$ cat config.mk
export PLATFORM = sky130hd
export DESIGN_NAME = yuv_luma_square_dark_curve
export DESIGN_NICKNAME = d
export VERILOG_FILES = /design/src/design/yldc_pkg.sv /design/src/design/yldc_fwd.sv /design/src/design/yldc_curve.sv /design/src/design/yldc_inv.sv /design/src/design/yldc_skid.sv /design/src/design/yuv_luma_square_dark_curve.sv
export VERILOG_INCLUDE_DIRS = /design/src /design/src/design
export SDC_FILE = /design/constraint.sdc
export NUM_CORES = 2
export LEC_CHECK = 0
export ABC_CLOCK_PERIOD_IN_PS = 10710
export BUFFER_PORTS_ARGS = -buffer_cell sky130_fd_sc_hd__buf_4
export CAP_MARGIN = 20
export CORE_ASPECT_RATIO = 1.75
export CORE_MARGIN = 8
export CORE_UTILIZATION = 65
export CTS_CLUSTER_SIZE = 28
export DETAILED_ROUTE_END_ITERATION = 6
export PLACE_DENSITY = 0.82
export REMOVE_ABC_BUFFERS = 1
export SLEW_MARGIN = 20
export SYNTH_ARGS = -nofsm -noshare
export SYNTH_HDL_FRONTEND = slang
export SYNTH_SLANG_ARGS = --single-unit
$ cat constraint.sdc
create_clock -name aclk -period 10.71 [get_ports aclk]
set_input_delay 1.6065 -clock aclk [delete_from_list [all_inputs] [get_ports aclk]]
set_output_delay 1.6065 -clock aclk [all_outputs]
set_load 0.01 [all_outputs]
$ cat src/design/assert_macros.svh
// ----------------------------------------------------------------------------
// Assertion macros
// Shared concurrent assertion forms, clocked on a rising edge with an
// active-low reset that disables checking.
// ----------------------------------------------------------------------------
`ifndef ASSERT_MACROS_SVH
`define ASSERT_MACROS_SVH

// same-cycle implication
`define ASSERT_IMP(lbl, clk, rstn, pre, post, msg) \
    lbl: assert property (@(posedge clk) disable iff (!(rstn)) (pre) |-> (post)) \
        else $error(msg);

// next-cycle implication
`define ASSERT_NXT(lbl, clk, rstn, pre, post, msg) \
    lbl: assert property (@(posedge clk) disable iff (!(rstn)) (pre) |=> (post)) \
        else $error(msg);

`endif

$ cat src/design/yldc_pkg.sv
// ----------------------------------------------------------------------------
// yldc_pkg
// Types, constants and coefficient helper for the BT.709 luma square
// darkening pipeline.
// ----------------------------------------------------------------------------
`default_nettype none

package yldc_pkg;

    // default coefficient fraction bits (Q2.14)
    localparam int COEFF_FRAC_DEF = 14;

    // configuration register indexes
    localparam logic [0:0] REG_DEPTH  = 1'b0;
    localparam logic [0:0] REG_FORMAT = 1'b1;

    // sample white levels and masks
    localparam logic [16:0] WHITE_8  = 17'd255;
    localparam logic [16:0] WHITE_16 = 17'd65535;
    localparam logic [15:0] MASK_8   = 16'h00FF;
    localparam logic [15:0] MASK_16  = 16'hFFFF;

    // per-beat mode bits
    typedef struct packed {
        logic depth;    // 1: 16-bit samples
        logic fmt;      // 1: YUV, luma curve only
    } mode_t;

    // one pixel, first channel in the low bits
    typedef struct packed {
        logic [15:0] alpha;
        logic [15:0] c;
        logic [15:0] b;
        logic [15:0] a;
    } pix_t;

    // forward matrix result
    typedef struct packed {
        mode_t              mode;
        logic [16:0]        sq_op;  // luma to be squared
        logic signed [16:0] ch_u;   // U, or raw second channel in YUV mode
        logic signed [16:0] ch_v;   // V, or raw third channel in YUV mode
        logic [15:0]        alpha;
    } fwd_t;

    // curved luma with chroma
    typedef struct packed {
        mode_t              mode;
        logic [16:0]        lut;
        logic signed [16:0] ch_u;
        logic signed [16:0] ch_v;
        logic [15:0]        alpha;
    } crv_t;

    // millionths to signed fixed point, rounded half away from zero
    function automatic longint qc(input longint k_mil, input int fbits);
        longint q_one;
        q_one = longint'(1) << fbits;
        if (k_mil < 0) begin
            return -(((-k_mil) * q_one + 64'sd500000) / 64'sd1000000);
        end
        return (k_mil * q_one + 64'sd500000) / 64'sd1000000;
    endfunction

endpackage

`default_nettype wire

$ cat src/design/yldc_fwd.sv
// ----------------------------------------------------------------------------
// yldc_fwd
// Input masking and BT.709 RGB to YUV matrix: register, multiply, sum,
// round. In YUV mode the channels ride through unchanged.
// ----------------------------------------------------------------------------
`default_nettype none

module yldc_fwd #(
    parameter int FRAC_BITS = yldc_pkg::COEFF_FRAC_DEF
) (
    input  wire logic           aclk,
    input  wire logic           aresetn,
    input  wire logic           in_valid,
    output logic                in_ready,
    input  wire yldc_pkg::pix_t  in_pix,
    input  wire yldc_pkg::mode_t in_mode,
    output logic                out_valid,
    input  wire logic           out_ready,
    output yldc_pkg::fwd_t      out_fwd
);
    import yldc_pkg::*;

    localparam int NS = 4;
    localparam int CW = FRAC_BITS + 2;
    localparam int PW = CW + 17;
    localparam int SW = PW + 2;

    localparam logic signed [CW-1:0] C_YR = CW'(qc(212600, FRAC_BITS));
    localparam logic signed [CW-1:0] C_YG = CW'(qc(715200, FRAC_BITS));
    localparam logic signed [CW-1:0] C_YB = CW'(qc(72200, FRAC_BITS));
    localparam logic signed [CW-1:0] C_UR = CW'(qc(-114572, FRAC_BITS));
    localparam logic signed [CW-1:0] C_UG = CW'(qc(-385428, FRAC_BITS));
    localparam logic signed [CW-1:0] C_UB = CW'(qc(500000, FRAC_BITS));
    localparam logic signed [CW-1:0] C_VR = CW'(qc(500000, FRAC_BITS));
    localparam logic signed [CW-1:0] C_VG = CW'(qc(-454153, FRAC_BITS));
    localparam logic signed [CW-1:0] C_VB = CW'(qc(-45847, FRAC_BITS));
    localparam logic signed [SW-1:0] HALF = SW'(longint'(1) << (FRAC_BITS - 1));

    logic [NS-1:0] v_reg;
    logic [NS-1:0] en;

    // stage 0: masked input
    mode_t       s0_mode_reg;
    pix_t        s0_pix_reg;
    // stage 1: products
    mode_t              s1_mode_reg;
    pix_t               s1_pix_reg;
    logic signed [PW-1:0] s1_prod_reg [9];
    logic signed [PW-1:0] s1_prod_next [9];
    // stage 2: sums
    mode_t              s2_mode_reg;
    pix_t               s2_pix_reg;
    logic signed [SW-1:0] s2_sum_reg [3];
    logic signed [SW-1:0] s2_sum_next [3];
    // stage 3: rounded result
    fwd_t        s3_reg;
    fwd_t        s3_next;

    logic [15:0]        mask;
    logic signed [16:0] ch_r;
    logic signed [16:0] ch_g;
    logic signed [16:0] ch_b;
    logic signed [SW-1:0] rnd [3];
    logic signed [17:0]   qv [3];

    // stall chain: a stage loads when it is empty or its successor moves
    always_comb begin
        en[NS-1] = !v_reg[NS-1] || out_ready;
        for (int i = NS - 2; i >= 0; i--) begin
            en[i] = !v_reg[i] || en[i+1];
        end
    end

    assign in_ready  = en[0];
    assign out_valid = v_reg[NS-1];
    assign out_fwd   = s3_reg;

    always_ff @(posedge aclk) begin
        if (!aresetn) begin
            v_reg <= '0;
        end else begin
            if (en[0]) begin
                v_reg[0] <= in_valid;
            end
            for (int i = 1; i < NS; i++) begin
                if (en[i]) begin
                    v_reg[i] <= v_reg[i-1];
                end
            end
        end
    end

    // stage 0: drop the high byte in 8-bit mode
    assign mask = in_mode.depth ? MASK_16 : MASK_8;

    always_ff @(posedge aclk) begin
        if (en[0]) begin
            s0_mode_reg      <= in_mode;
            s0_pix_reg.a     <= in_pix.a & mask;
            s0_pix_reg.b     <= in_pix.b & mask;
            s0_pix_reg.c     <= in_pix.c & mask;
            s0_pix_reg.alpha <= in_pix.alpha & mask;
        end
    end

    // stage 1: nine coefficient products
    assign ch_r = {1'b0, s0_pix_reg.a};
    assign ch_g = {1'b0, s0_pix_reg.b};
    assign ch_b = {1'b0, s0_pix_reg.c};

    always_comb begin
        s1_prod_next[0] = ch_r * C_YR;
        s1_prod_next[1] = ch_g * C_YG;
        s1_prod_next[2] = ch_b * C_YB;
        s1_prod_next[3] = ch_r * C_UR;
        s1_prod_next[4] = ch_g * C_UG;
        s1_prod_next[5] = ch_b * C_UB;
        s1_prod_next[6] = ch_r * C_VR;
        s1_prod_next[7] = ch_g * C_VG;
        s1_prod_next[8] = ch_b * C_VB;
    end

    always_ff @(posedge aclk) begin
        if (en[1]) begin
            s1_mode_reg <= s0_mode_reg;
            s1_pix_reg  <= s0_pix_reg;
            s1_prod_reg <= s1_prod_next;
        end
    end

    // stage 2: row sums
    always_comb begin
        for (int r = 0; r < 3; r++) begin
            s2_sum_next[r] = SW'(s1_prod_reg[3*r]) + SW'(s1_prod_reg[3*r+1])
                           + SW'(s1_prod_reg[3*r+2]);
        end
    end

    always_ff @(posedge aclk) begin
        if (en[2]) begin
            s2_mode_reg <= s1_mode_reg;
            s2_pix_reg  <= s1_pix_reg;
            s2_sum_reg  <= s2_sum_next;
        end
    end

    // stage 3: round half away from zero, i.e. (s + half - neg) >>> F
    always_comb begin
        for (int r = 0; r < 3; r++) begin
            rnd[r] = s2_sum_reg[r] + HALF - SW'(s2_sum_reg[r][SW-1]);
            qv[r]  = 18'(rnd[r] >>> FRAC_BITS);
        end
        s3_next.mode  = s2_mode_reg;
        s3_next.alpha = s2_pix_reg.alpha;
        if (s2_mode_reg.fmt) begin
            s3_next.sq_op = {1'b0, s2_pix_reg.a};
            s3_next.ch_u  = {1'b0, s2_pix_reg.b};
            s3_next.ch_v  = {1'b0, s2_pix_reg.c};
        end else begin
            s3_next.sq_op = qv[0][17] ? 17'd0 : qv[0][16:0];
            s3_next.ch_u  = qv[1][16:0];
            s3_next.ch_v  = qv[2][16:0];
        end
    end

    always_ff @(posedge aclk) begin
        if (en[3]) begin
            s3_reg <= s3_next;
        end
    end

endmodule

`default_nettype wire

$ cat src/design/yldc_curve.sv
// ----------------------------------------------------------------------------
// yldc_curve
// Luma square curve floor(y*y/white): square, reciprocal estimate for a
// divisor of 2^k-1, then one remainder correction.
// ----------------------------------------------------------------------------
`default_nettype none

module yldc_curve (
    input  wire logic          aclk,
    input  wire logic          aresetn,
    input  wire logic          in_valid,
    output logic               in_ready,
    input  wire yldc_pkg::fwd_t in_data,
    output logic               out_valid,
    input  wire logic          out_ready,
    output yldc_pkg::crv_t     out_crv
);
    import yldc_pkg::*;

    localparam int NS = 3;

    logic [NS-1:0] v_reg;
    logic [NS-1:0] en;

    // stage 0: square
    fwd_t        s0_reg;
    logic [33:0] s0_sq_reg;
    // stage 1: quotient estimate
    fwd_t        s1_reg;
    logic [17:0] s1_x_reg;
    logic [17:0] s1_q0_reg;
    logic [17:0] s1_q0_next;
    logic [34:0] xs;
    // stage 2: corrected quotient
    crv_t        s2_reg;
    crv_t        s2_next;
    logic [17:0] qw;
    logic [17:0] rem;
    logic [16:0] white;
    logic        bump;

    always_comb begin
        en[NS-1] = !v_reg[NS-1] || out_ready;
        for (int i = NS - 2; i >= 0; i--) begin
            en[i] = !v_reg[i] || en[i+1];
        end
    end

    assign in_ready  = en[0];
    assign out_valid = v_reg[NS-1];
    assign out_crv   = s2_reg;

    always_ff @(posedge aclk) begin
        if (!aresetn) begin
            v_reg <= '0;
        end else begin
            if (en[0]) begin
                v_reg[0] <= in_valid;
            end
            for (int i = 1; i < NS; i++) begin
                if (en[i]) begin
                    v_reg[i] <= v_reg[i-1];
                end
            end
        end
    end

    // stage 0: luma squared
    always_ff @(posedge aclk) begin
        if (en[0]) begin
            s0_reg    <= in_data;
            s0_sq_reg <= in_data.sq_op * in_data.sq_op;
        end
    end

    // stage 1: x/(2^k-1) ~ (x + x>>k) >> k, low by at most one
    always_comb begin
        if (s0_reg.mode.depth) begin
            xs         = {1'b0, s0_sq_reg} + 35'(s0_sq_reg >> 16);
            s1_q0_next = xs[33:16];
        end else begin
            xs         = {1'b0, s0_sq_reg} + 35'(s0_sq_reg >> 8);
            s1_q0_next = xs[25:8];
        end
    end

    always_ff @(posedge aclk) begin
        if (en[1]) begin
            s1_reg    <= s0_reg;
            s1_x_reg  <= s0_sq_reg[17:0];
            s1_q0_reg <= s1_q0_next;
        end
    end

    // stage 2: remainder below 2*white, taken mod 2^18
    always_comb begin
        if (s1_reg.mode.depth) begin
            qw    = {s1_q0_reg[1:0], 16'd0};
            white = WHITE_16;
        end else begin
            qw    = {s1_q0_reg[9:0], 8'd0};
            white = WHITE_8;
        end
        rem  = s1_x_reg - qw + s1_q0_reg;
        bump = rem >= {1'b0, white};
        s2_next.mode  = s1_reg.mode;
        s2_next.lut   = s1_q0_reg[16:0] + 17'(bump);
        s2_next.ch_u  = s1_reg.ch_u;
        s2_next.ch_v  = s1_reg.ch_v;
        s2_next.alpha = s1_reg.alpha;
    end

    always_ff @(posedge aclk) begin
        if (en[2]) begin
            s2_reg <= s2_next;
        end
    end

endmodule

`default_nettype wire

$ cat src/design/yldc_inv.sv
// ----------------------------------------------------------------------------
// yldc_inv
// BT.709 YUV to RGB matrix on the curved luma: multiply, sum, then clamp
// to 0..white with truncation. YUV mode picks the curved luma and raw chroma.
// ----------------------------------------------------------------------------
`default_nettype none

module yldc_inv #(
    parameter int FRAC_BITS = yldc_pkg::COEFF_FRAC_DEF
) (
    input  wire logic          aclk,
    input  wire logic          aresetn,
    input  wire logic          in_valid,
    output logic               in_ready,
    input  wire yldc_pkg::crv_t in_data,
    output logic               out_valid,
    input  wire logic          out_ready,
    output yldc_pkg::pix_t     out_pix
);
    import yldc_pkg::*;

    localparam int NS = 3;
    localparam int CW = FRAC_BITS + 2;
    localparam int PW = CW + 18;
    localparam int SW = PW + 2;
    localparam int TW = SW - FRAC_BITS;

    localparam logic signed [CW-1:0] C_RY = CW'(qc(1000000, FRAC_BITS));
    localparam logic signed [CW-1:0] C_RU = CW'(qc(0, FRAC_BITS));
    localparam logic signed [CW-1:0] C_RV = CW'(qc(1574800, FRAC_BITS));
    localparam logic signed [CW-1:0] C_GY = CW'(qc(1000000, FRAC_BITS));
    localparam logic signed [CW-1:0] C_GU = CW'(qc(-187324, FRAC_BITS));
    localparam logic signed [CW-1:0] C_GV = CW'(qc(-468124, FRAC_BITS));
    localparam logic signed [CW-1:0] C_BY = CW'(qc(1000000, FRAC_BITS));
    localparam logic signed [CW-1:0] C_BU = CW'(qc(1855600, FRAC_BITS));
    localparam logic signed [CW-1:0] C_BV = CW'(qc(0, FRAC_BITS));

    logic [NS-1:0] v_reg;
    logic [NS-1:0] en;

    // stage 0: products
    crv_t                 s0_reg;
    logic signed [PW-1:0] s0_prod_reg [9];
    logic signed [PW-1:0] s0_prod_next [9];
    logic signed [17:0]   ch_y;
    // stage 1: sums
    crv_t                 s1_reg;
    logic signed [SW-1:0] s1_sum_reg [3];
    logic signed [SW-1:0] s1_sum_next [3];
    // stage 2: clamped pixel
    pix_t                 s2_reg;
    pix_t                 s2_next;
    logic [TW-1:0]        trunc [3];
    logic [15:0]          chan [3];
    logic [16:0]          white;

    always_comb begin
        en[NS-1] = !v_reg[NS-1] || out_ready;
        for (int i = NS - 2; i >= 0; i--) begin
            en[i] = !v_reg[i] || en[i+1];
        end
    end

    assign in_ready  = en[0];
    assign out_valid = v_reg[NS-1];
    assign out_pix   = s2_reg;

    always_ff @(posedge aclk) begin
        if (!aresetn) begin
            v_reg <= '0;
        end else begin
            if (en[0]) begin
                v_reg[0] <= in_valid;
            end
            for (int i = 1; i < NS; i++) begin
                if (en[i]) begin
                    v_reg[i] <= v_reg[i-1];
                end
            end
        end
    end

    // stage 0: coefficient products
    assign ch_y = {1'b0, in_data.lut};

    always_comb begin
        s0_prod_next[0] = ch_y * C_RY;
        s0_prod_next[1] = in_data.ch_u * C_RU;
        s0_prod_next[2] = in_data.ch_v * C_RV;
        s0_prod_next[3] = ch_y * C_GY;
        s0_prod_next[4] = in_data.ch_u * C_GU;
        s0_prod_next[5] = in_data.ch_v * C_GV;
        s0_prod_next[6] = ch_y * C_BY;
        s0_prod_next[7] = in_data.ch_u * C_BU;
        s0_prod_next[8] = in_data.ch_v * C_BV;
    end

    always_ff @(posedge aclk) begin
        if (en[0]) begin
            s0_reg      <= in_data;
            s0_prod_reg <= s0_prod_next;
        end
    end

    // stage 1: row sums
    always_comb begin
        for (int r = 0; r < 3; r++) begin
            s1_sum_next[r] = SW'(s0_prod_reg[3*r]) + SW'(s0_prod_reg[3*r+1])
                           + SW'(s0_prod_reg[3*r+2]);
        end
    end

    always_ff @(posedge aclk) begin
        if (en[1]) begin
            s1_reg     <= s0_reg;
            s1_sum_reg <= s1_sum_next;
        end
    end

    // stage 2: negative to zero, truncate, saturate at white
    assign white = s1_reg.mode.depth ? WHITE_16 : WHITE_8;

    always_comb begin
        for (int r = 0; r < 3; r++) begin
            trunc[r] = s1_sum_reg[r][SW-1:FRAC_BITS];
            if (s1_sum_reg[r][SW-1]) begin
                chan[r] = 16'd0;
            end else if (trunc[r] > TW'(white)) begin
                chan[r] = white[15:0];
            end else begin
                chan[r] = trunc[r][15:0];
            end
        end
        s2_next.alpha = s1_reg.alpha;
        if (s1_reg.mode.fmt) begin
            s2_next.a = s1_reg.lut[15:0];
            s2_next.b = s1_reg.ch_u[15:0];
            s2_next.c = s1_reg.ch_v[15:0];
        end else begin
            s2_next.a = chan[0];
            s2_next.b = chan[1];
            s2_next.c = chan[2];
        end
    end

    always_ff @(posedge aclk) begin
        if (en[2]) begin
            s2_reg <= s2_next;
        end
    end

endmodule

`default_nettype wire

$ cat src/design/yldc_skid.sv
// ----------------------------------------------------------------------------
// yldc_skid
// Output register with one skid entry, so the upstream ready comes from a
// flop rather than from the downstream ready.
// ----------------------------------------------------------------------------
`default_nettype none

`include "assert_macros.svh"

module yldc_skid (
    input  wire logic          aclk,
    input  wire logic          aresetn,
    input  wire logic          in_valid,
    output logic               in_ready,
    input  wire yldc_pkg::pix_t in_pix,
    output logic               out_valid,
    input  wire logic          out_ready,
    output yldc_pkg::pix_t     out_pix
);
    import yldc_pkg::*;

    logic out_valid_reg;
    logic skid_valid_reg;
    pix_t out_pix_reg;
    pix_t skid_pix_reg;
    logic out_free;

    assign out_free  = out_ready || !out_valid_reg;
    assign in_ready  = !skid_valid_reg;
    assign out_valid = out_valid_reg;
    assign out_pix   = out_pix_reg;

    // occupancy
    always_ff @(posedge aclk) begin
        if (!aresetn) begin
            out_valid_reg  <= 1'b0;
            skid_valid_reg <= 1'b0;
        end else if (out_free) begin
            out_valid_reg  <= skid_valid_reg || in_valid;
            skid_valid_reg <= 1'b0;
        end else if (in_valid && !skid_valid_reg) begin
            skid_valid_reg <= 1'b1;
        end
    end

    // payload
    always_ff @(posedge aclk) begin
        if (out_free) begin
            out_pix_reg <= skid_valid_reg ? skid_pix_reg : in_pix;
        end else if (in_valid && !skid_valid_reg) begin
            skid_pix_reg <= in_pix;
        end
    end

    `ASSERT_IMP(a_skid_needs_out, aclk, aresetn, skid_valid_reg, out_valid_reg, "skid full, output empty")
    `ASSERT_NXT(a_skid_holds, aclk, aresetn, skid_valid_reg && !out_ready, skid_valid_reg && out_valid_reg, "skid beat lost under stall")
    `ASSERT_IMP(a_skid_fill_stall, aclk, aresetn, $rose(skid_valid_reg), $past(out_valid_reg && !out_ready), "skid filled without stall")

endmodule

`default_nettype wire

$ cat src/design/yuv_luma_square_dark_curve.sv
// Pipeline: an accepted s_ beat passes 4 forward matrix, 3 luma curve and
//   3 inverse matrix stages and 1 output register on its way to m_tvalid.
// Throughput: one pixel per cycle; every stage of every unit takes a new beat
//   each cycle, and a stall holds the pipeline with a skid entry at the output.
// Reset: aresetn, synchronous active low, empties the pipeline and clears
//   depth_mode and format_mode to 0 (8-bit RGB).
// ----------------------------------------------------------------------------
// yuv_luma_square_dark_curve
// BT.709 luma square tone curve: darkens each pixel by replacing luma Y
// with Y*Y/white, in RGB through the color matrix or directly in YUV.
// ----------------------------------------------------------------------------
`default_nettype none

module yuv_luma_square_dark_curve #(
    parameter int COEFF_FRACTION_BITS = yldc_pkg::COEFF_FRAC_DEF
) (
    input  wire logic        aclk,
    input  wire logic        aresetn,
    // configuration writes
    input  wire logic        cfg_valid,
    output logic             cfg_ready,
    input  wire logic [0:0]  cfg_index,
    input  wire logic [0:0]  cfg_data,
    // input pixels
    input  wire logic        s_tvalid,
    output logic             s_tready,
    input  wire logic [63:0] s_tdata,   // chan_a, chan_b, chan_c, alpha_in
    // result pixels
    output logic             m_tvalid,
    input  wire logic        m_tready,
    output logic [63:0]      m_tdata    // out_a, out_b, out_c, alpha_out
);
    import yldc_pkg::*;

    logic  depth_mode_reg;
    logic  format_mode_reg;
    mode_t mode;
    pix_t  in_pix;
    pix_t  out_pix;
    pix_t  inv_pix;

    logic  fwd_valid;
    logic  fwd_ready;
    fwd_t  fwd_data;
    logic  crv_valid;
    logic  crv_ready;
    crv_t  crv_data;
    logic  inv_valid;
    logic  inv_ready;

    // configuration registers, always ready
    assign cfg_ready = 1'b1;

    always_ff @(posedge aclk) begin
        if (!aresetn) begin
            depth_mode_reg  <= 1'b0;
            format_mode_reg <= 1'b0;
        end else if (cfg_valid) begin
            unique case (cfg_index)
                REG_DEPTH:  depth_mode_reg  <= cfg_data[0];
                REG_FORMAT: format_mode_reg <= cfg_data[0];
            endcase
        end
    end

    assign mode.depth = depth_mode_reg;
    assign mode.fmt   = format_mode_reg;
    assign in_pix     = pix_t'(s_tdata);
    assign m_tdata    = out_pix;

    yldc_fwd #(
        .FRAC_BITS (COEFF_FRACTION_BITS)
    ) u_fwd (
        .aclk      (aclk),
        .aresetn   (aresetn),
        .in_valid  (s_tvalid),
        .in_ready  (s_tready),
        .in_pix    (in_pix),
        .in_mode   (mode),
        .out_valid (fwd_valid),
        .out_ready (fwd_ready),
        .out_fwd   (fwd_data)
    );

    yldc_curve u_curve (
        .aclk      (aclk),
        .aresetn   (aresetn),
        .in_valid  (fwd_valid),
        .in_ready  (fwd_ready),
        .in_data   (fwd_data),
        .out_valid (crv_valid),
        .out_ready (crv_ready),
        .out_crv   (crv_data)
    );

    yldc_inv #(
        .FRAC_BITS (COEFF_FRACTION_BITS)
    ) u_inv (
        .aclk      (aclk),
        .aresetn   (aresetn),
        .in_valid  (crv_valid),
        .in_ready  (crv_ready),
        .in_data   (crv_data),
        .out_valid (inv_valid),
        .out_ready (inv_ready),
        .out_pix   (inv_pix)
    );

    yldc_skid u_skid (
        .aclk      (aclk),
        .aresetn   (aresetn),
        .in_valid  (inv_valid),
        .in_ready  (inv_ready),
        .in_pix    (inv_pix),
        .out_valid (m_tvalid),
        .out_ready (m_tready),
        .out_pix   (out_pix)
    );

endmodule

`default_nettype wire

==> summary.txt <==
CTS max path bufs: 3
Initial DRC Count: 3607
CP most frequent cell: inv_1
die area: 0.175 mm2
number of stages on the worst setup path: 25
total congestion overflow: 0
sequential cell area fraction in the yosys report: 36.8%
vias in the first global route: 73100
CP max FO: 17
initial antenna violation count: 16
Synth top area share: 36.5%
cells after synthesis: 8939
max reg flops: 211
mapped cell area: 0.105 mm2
Final Wtd Congestion: 0.998
unique cell type count in the Yosys netlist: 81
Post-synth top flop: edfxtp_1
CP arrival: 7730 ps
Worst-path clk slew: 70 ps
fmax: 0.140 GHz
Worst setup EP type: flip-flop
ys async rst share: 0%
Max Cap Viol: 0
R2R depth: 25
# nets final: 11800
Clock Latency Late Sink: 800 ps
layout cells sized above 1: 5.78%
Boundary Pins: 138
chip height: 547 um
Setup CP Type: reg -> reg
unrepaired setup endpoints after global routing: false
crit path time final: 7170 ps
total number of vias: 66800
Rel. slew slack: 23.7%
# fillers: 11500
CTS sink count: 1285
Tightest Pin Transition: 1140 ps
outcome: completed
worst reg2reg startpoint: u_fwd.out_fwd[57]
#FFs+latches synth: 1285
CP delay by family, top: adder cells
Syn. warnings: 0
DRC viols: 0
Startpoint Class: flip-flop
cts repair resizes: 0
IO Port Bufs: 136
hold_buf cts: 0
worst hold start: u_curve.s0_reg[32]
WL/cell: 24.2 um
Min-Delay Path Class: reg -> reg
worst hold path cell count: 0
site row count: 195
Worst setup startpoint: u_fwd.out_fwd[57]
worst endpoint required time: 11270 ps
Max stage delay on crit path: 830 ps
CTS tree: done
WL final: 275000 um
Setup TNS: 0 ps
Post-synth EDFFs: 1271
largest net degree at the start of global routing: 164
CORE AREA: 0.161 mm2
WP buf/inv: 6
Final Hold Vio Count: 0
Worst Skew: 119 ps
Max stage delay cell, worst path: edfxtp_1
drt pass-1 iters: 6
TritonCTS buffer count: 114
dpl hpwl: 228000 um
top cells by count, synth: inv_1, ha_1, edfxtp_1, fa_1, a21oi_1
drt via density: 5.88
fin. max-slew vios: 0
Setup Buffers After CTS: 0
Area growth syn-to-layout: 7.75%
clk root buf: clkbuf_16
period utilization: 66.9%
Synth area leader: edfxtp_1
Total Routing Usage GR: 31.7%
Initial Utilization: 65.2%
most frequent cell after synthesis: inv_1
first-pass GRT wire length: 415000 um
antenna-violating nets left: 0
H-tree Lvls: 3
syn avg cell area: 11.7 um2
endpoints failing setup: 0
top cells by area, synth: edfxtp_1, ha_1, fa_1
Die Wd: 319 um
## metrics by stage
| stage | std cells | setup WS [ps] | hold slack [ps] | area, um2 | util [%] |
|---|---|---|---|---|---|
| 2_1_floorplan | 8863 | 1790 | 400 | 104000 | - |
| 3_3_place_gp | 11100 | 3420 | 400 | 108000 | 67.6 |
| 3_5_place_dp | 11100 | 3480 | 405 | 109000 | 67.6 |
| 4_1_cts | 11400 | 3540 | 337 | 113000 | 70.2 |
| 5_1_grt | 11400 | 3170 | 358 | 113000 | 70.2 |
| 6_report | 11400 | 3540 | 350 | 113000 | 70.2 |
## layer usage
metal	vias up	share of wire, %	global-route usage, %
li1	31000	-	-
met1	33000	29	26.8
met2	1870	53	59.9
met3	1046	3.5	3.92
met4	6	14	34.3
met5	-	0.014	0
## kinds of logic (layout without fill, tap and decap cells)
group           count (synthesis)  count (layout)  share of synthesized area, %
simple gates                 1348            1348                          6.33
flops                        1285            1285                          36.8
other cells                     1              15                       0.00358
fa+ha+maj                    2532            2532                          36.9
buf+inv                      1843            2187                          6.62
mux                            88              88                         0.921
xor+xnor                      512             512                          4.29
compound gates               1330            1330                          8.18
## worst reg2reg max path: stages (launching register included)
cell	delay, ps
edfxtp_1	830
and2_1	270
inv_1	70
fa_1	530
inv_1	60
fa_1	520
inv_1	50
fa_1	500
inv_1	40
ha_1	280
fa_1	480
inv_1	50
fa_1	480
inv_1	40
ha_1	350
a21oi_1	180
nand2_1	80
a21oi_1	140
a21boi_0	140
o41ai_1	600
o22ai_1	300
a211oi_1	420
o31a_1	240
o21bai_1	80
a21oi_1	190
xnor2_1	90
## final timing paths
check,endpoint,slack (ps)
worst min register to register,u_curve.s1_reg[32],350
worst max-delay path,u_curve.s0_sq_reg[32],3540
worst min-delay path,u_curve.s1_reg[32],350
worst max register to register,u_curve.s0_sq_reg[32],3540
## placed cells by master (no fill, tap or decap), types with 178 or more instances in the layout
cell type / n
xnor2_1: 370
inv_1: 1761
a21o_1: 178
nor2_1: 315
fa_1: 921
ha_1: 1611
edfxtp_1: 1271
nand2_1: 342
o21ai_0: 239
a21oi_1: 410
buf_4: 201
## layout make-up
cell class	count	area [um2]	share of cell area [%]
diodes	14	35.0	0.0311
clock buffers	129	2970	2.63
clock inverters	89	1180	1.05
inverters	1767	6640	5.89
multi-input cells	5811	59300	52.6
flip-flops and latches	1285	38400	34.1
well taps	2068	2590	2.30
repair buffers	202	1530	1.36
Power is not shown: default switching activity piles up to over one toggle a cycle in this logic, so the estimate is an artifact.
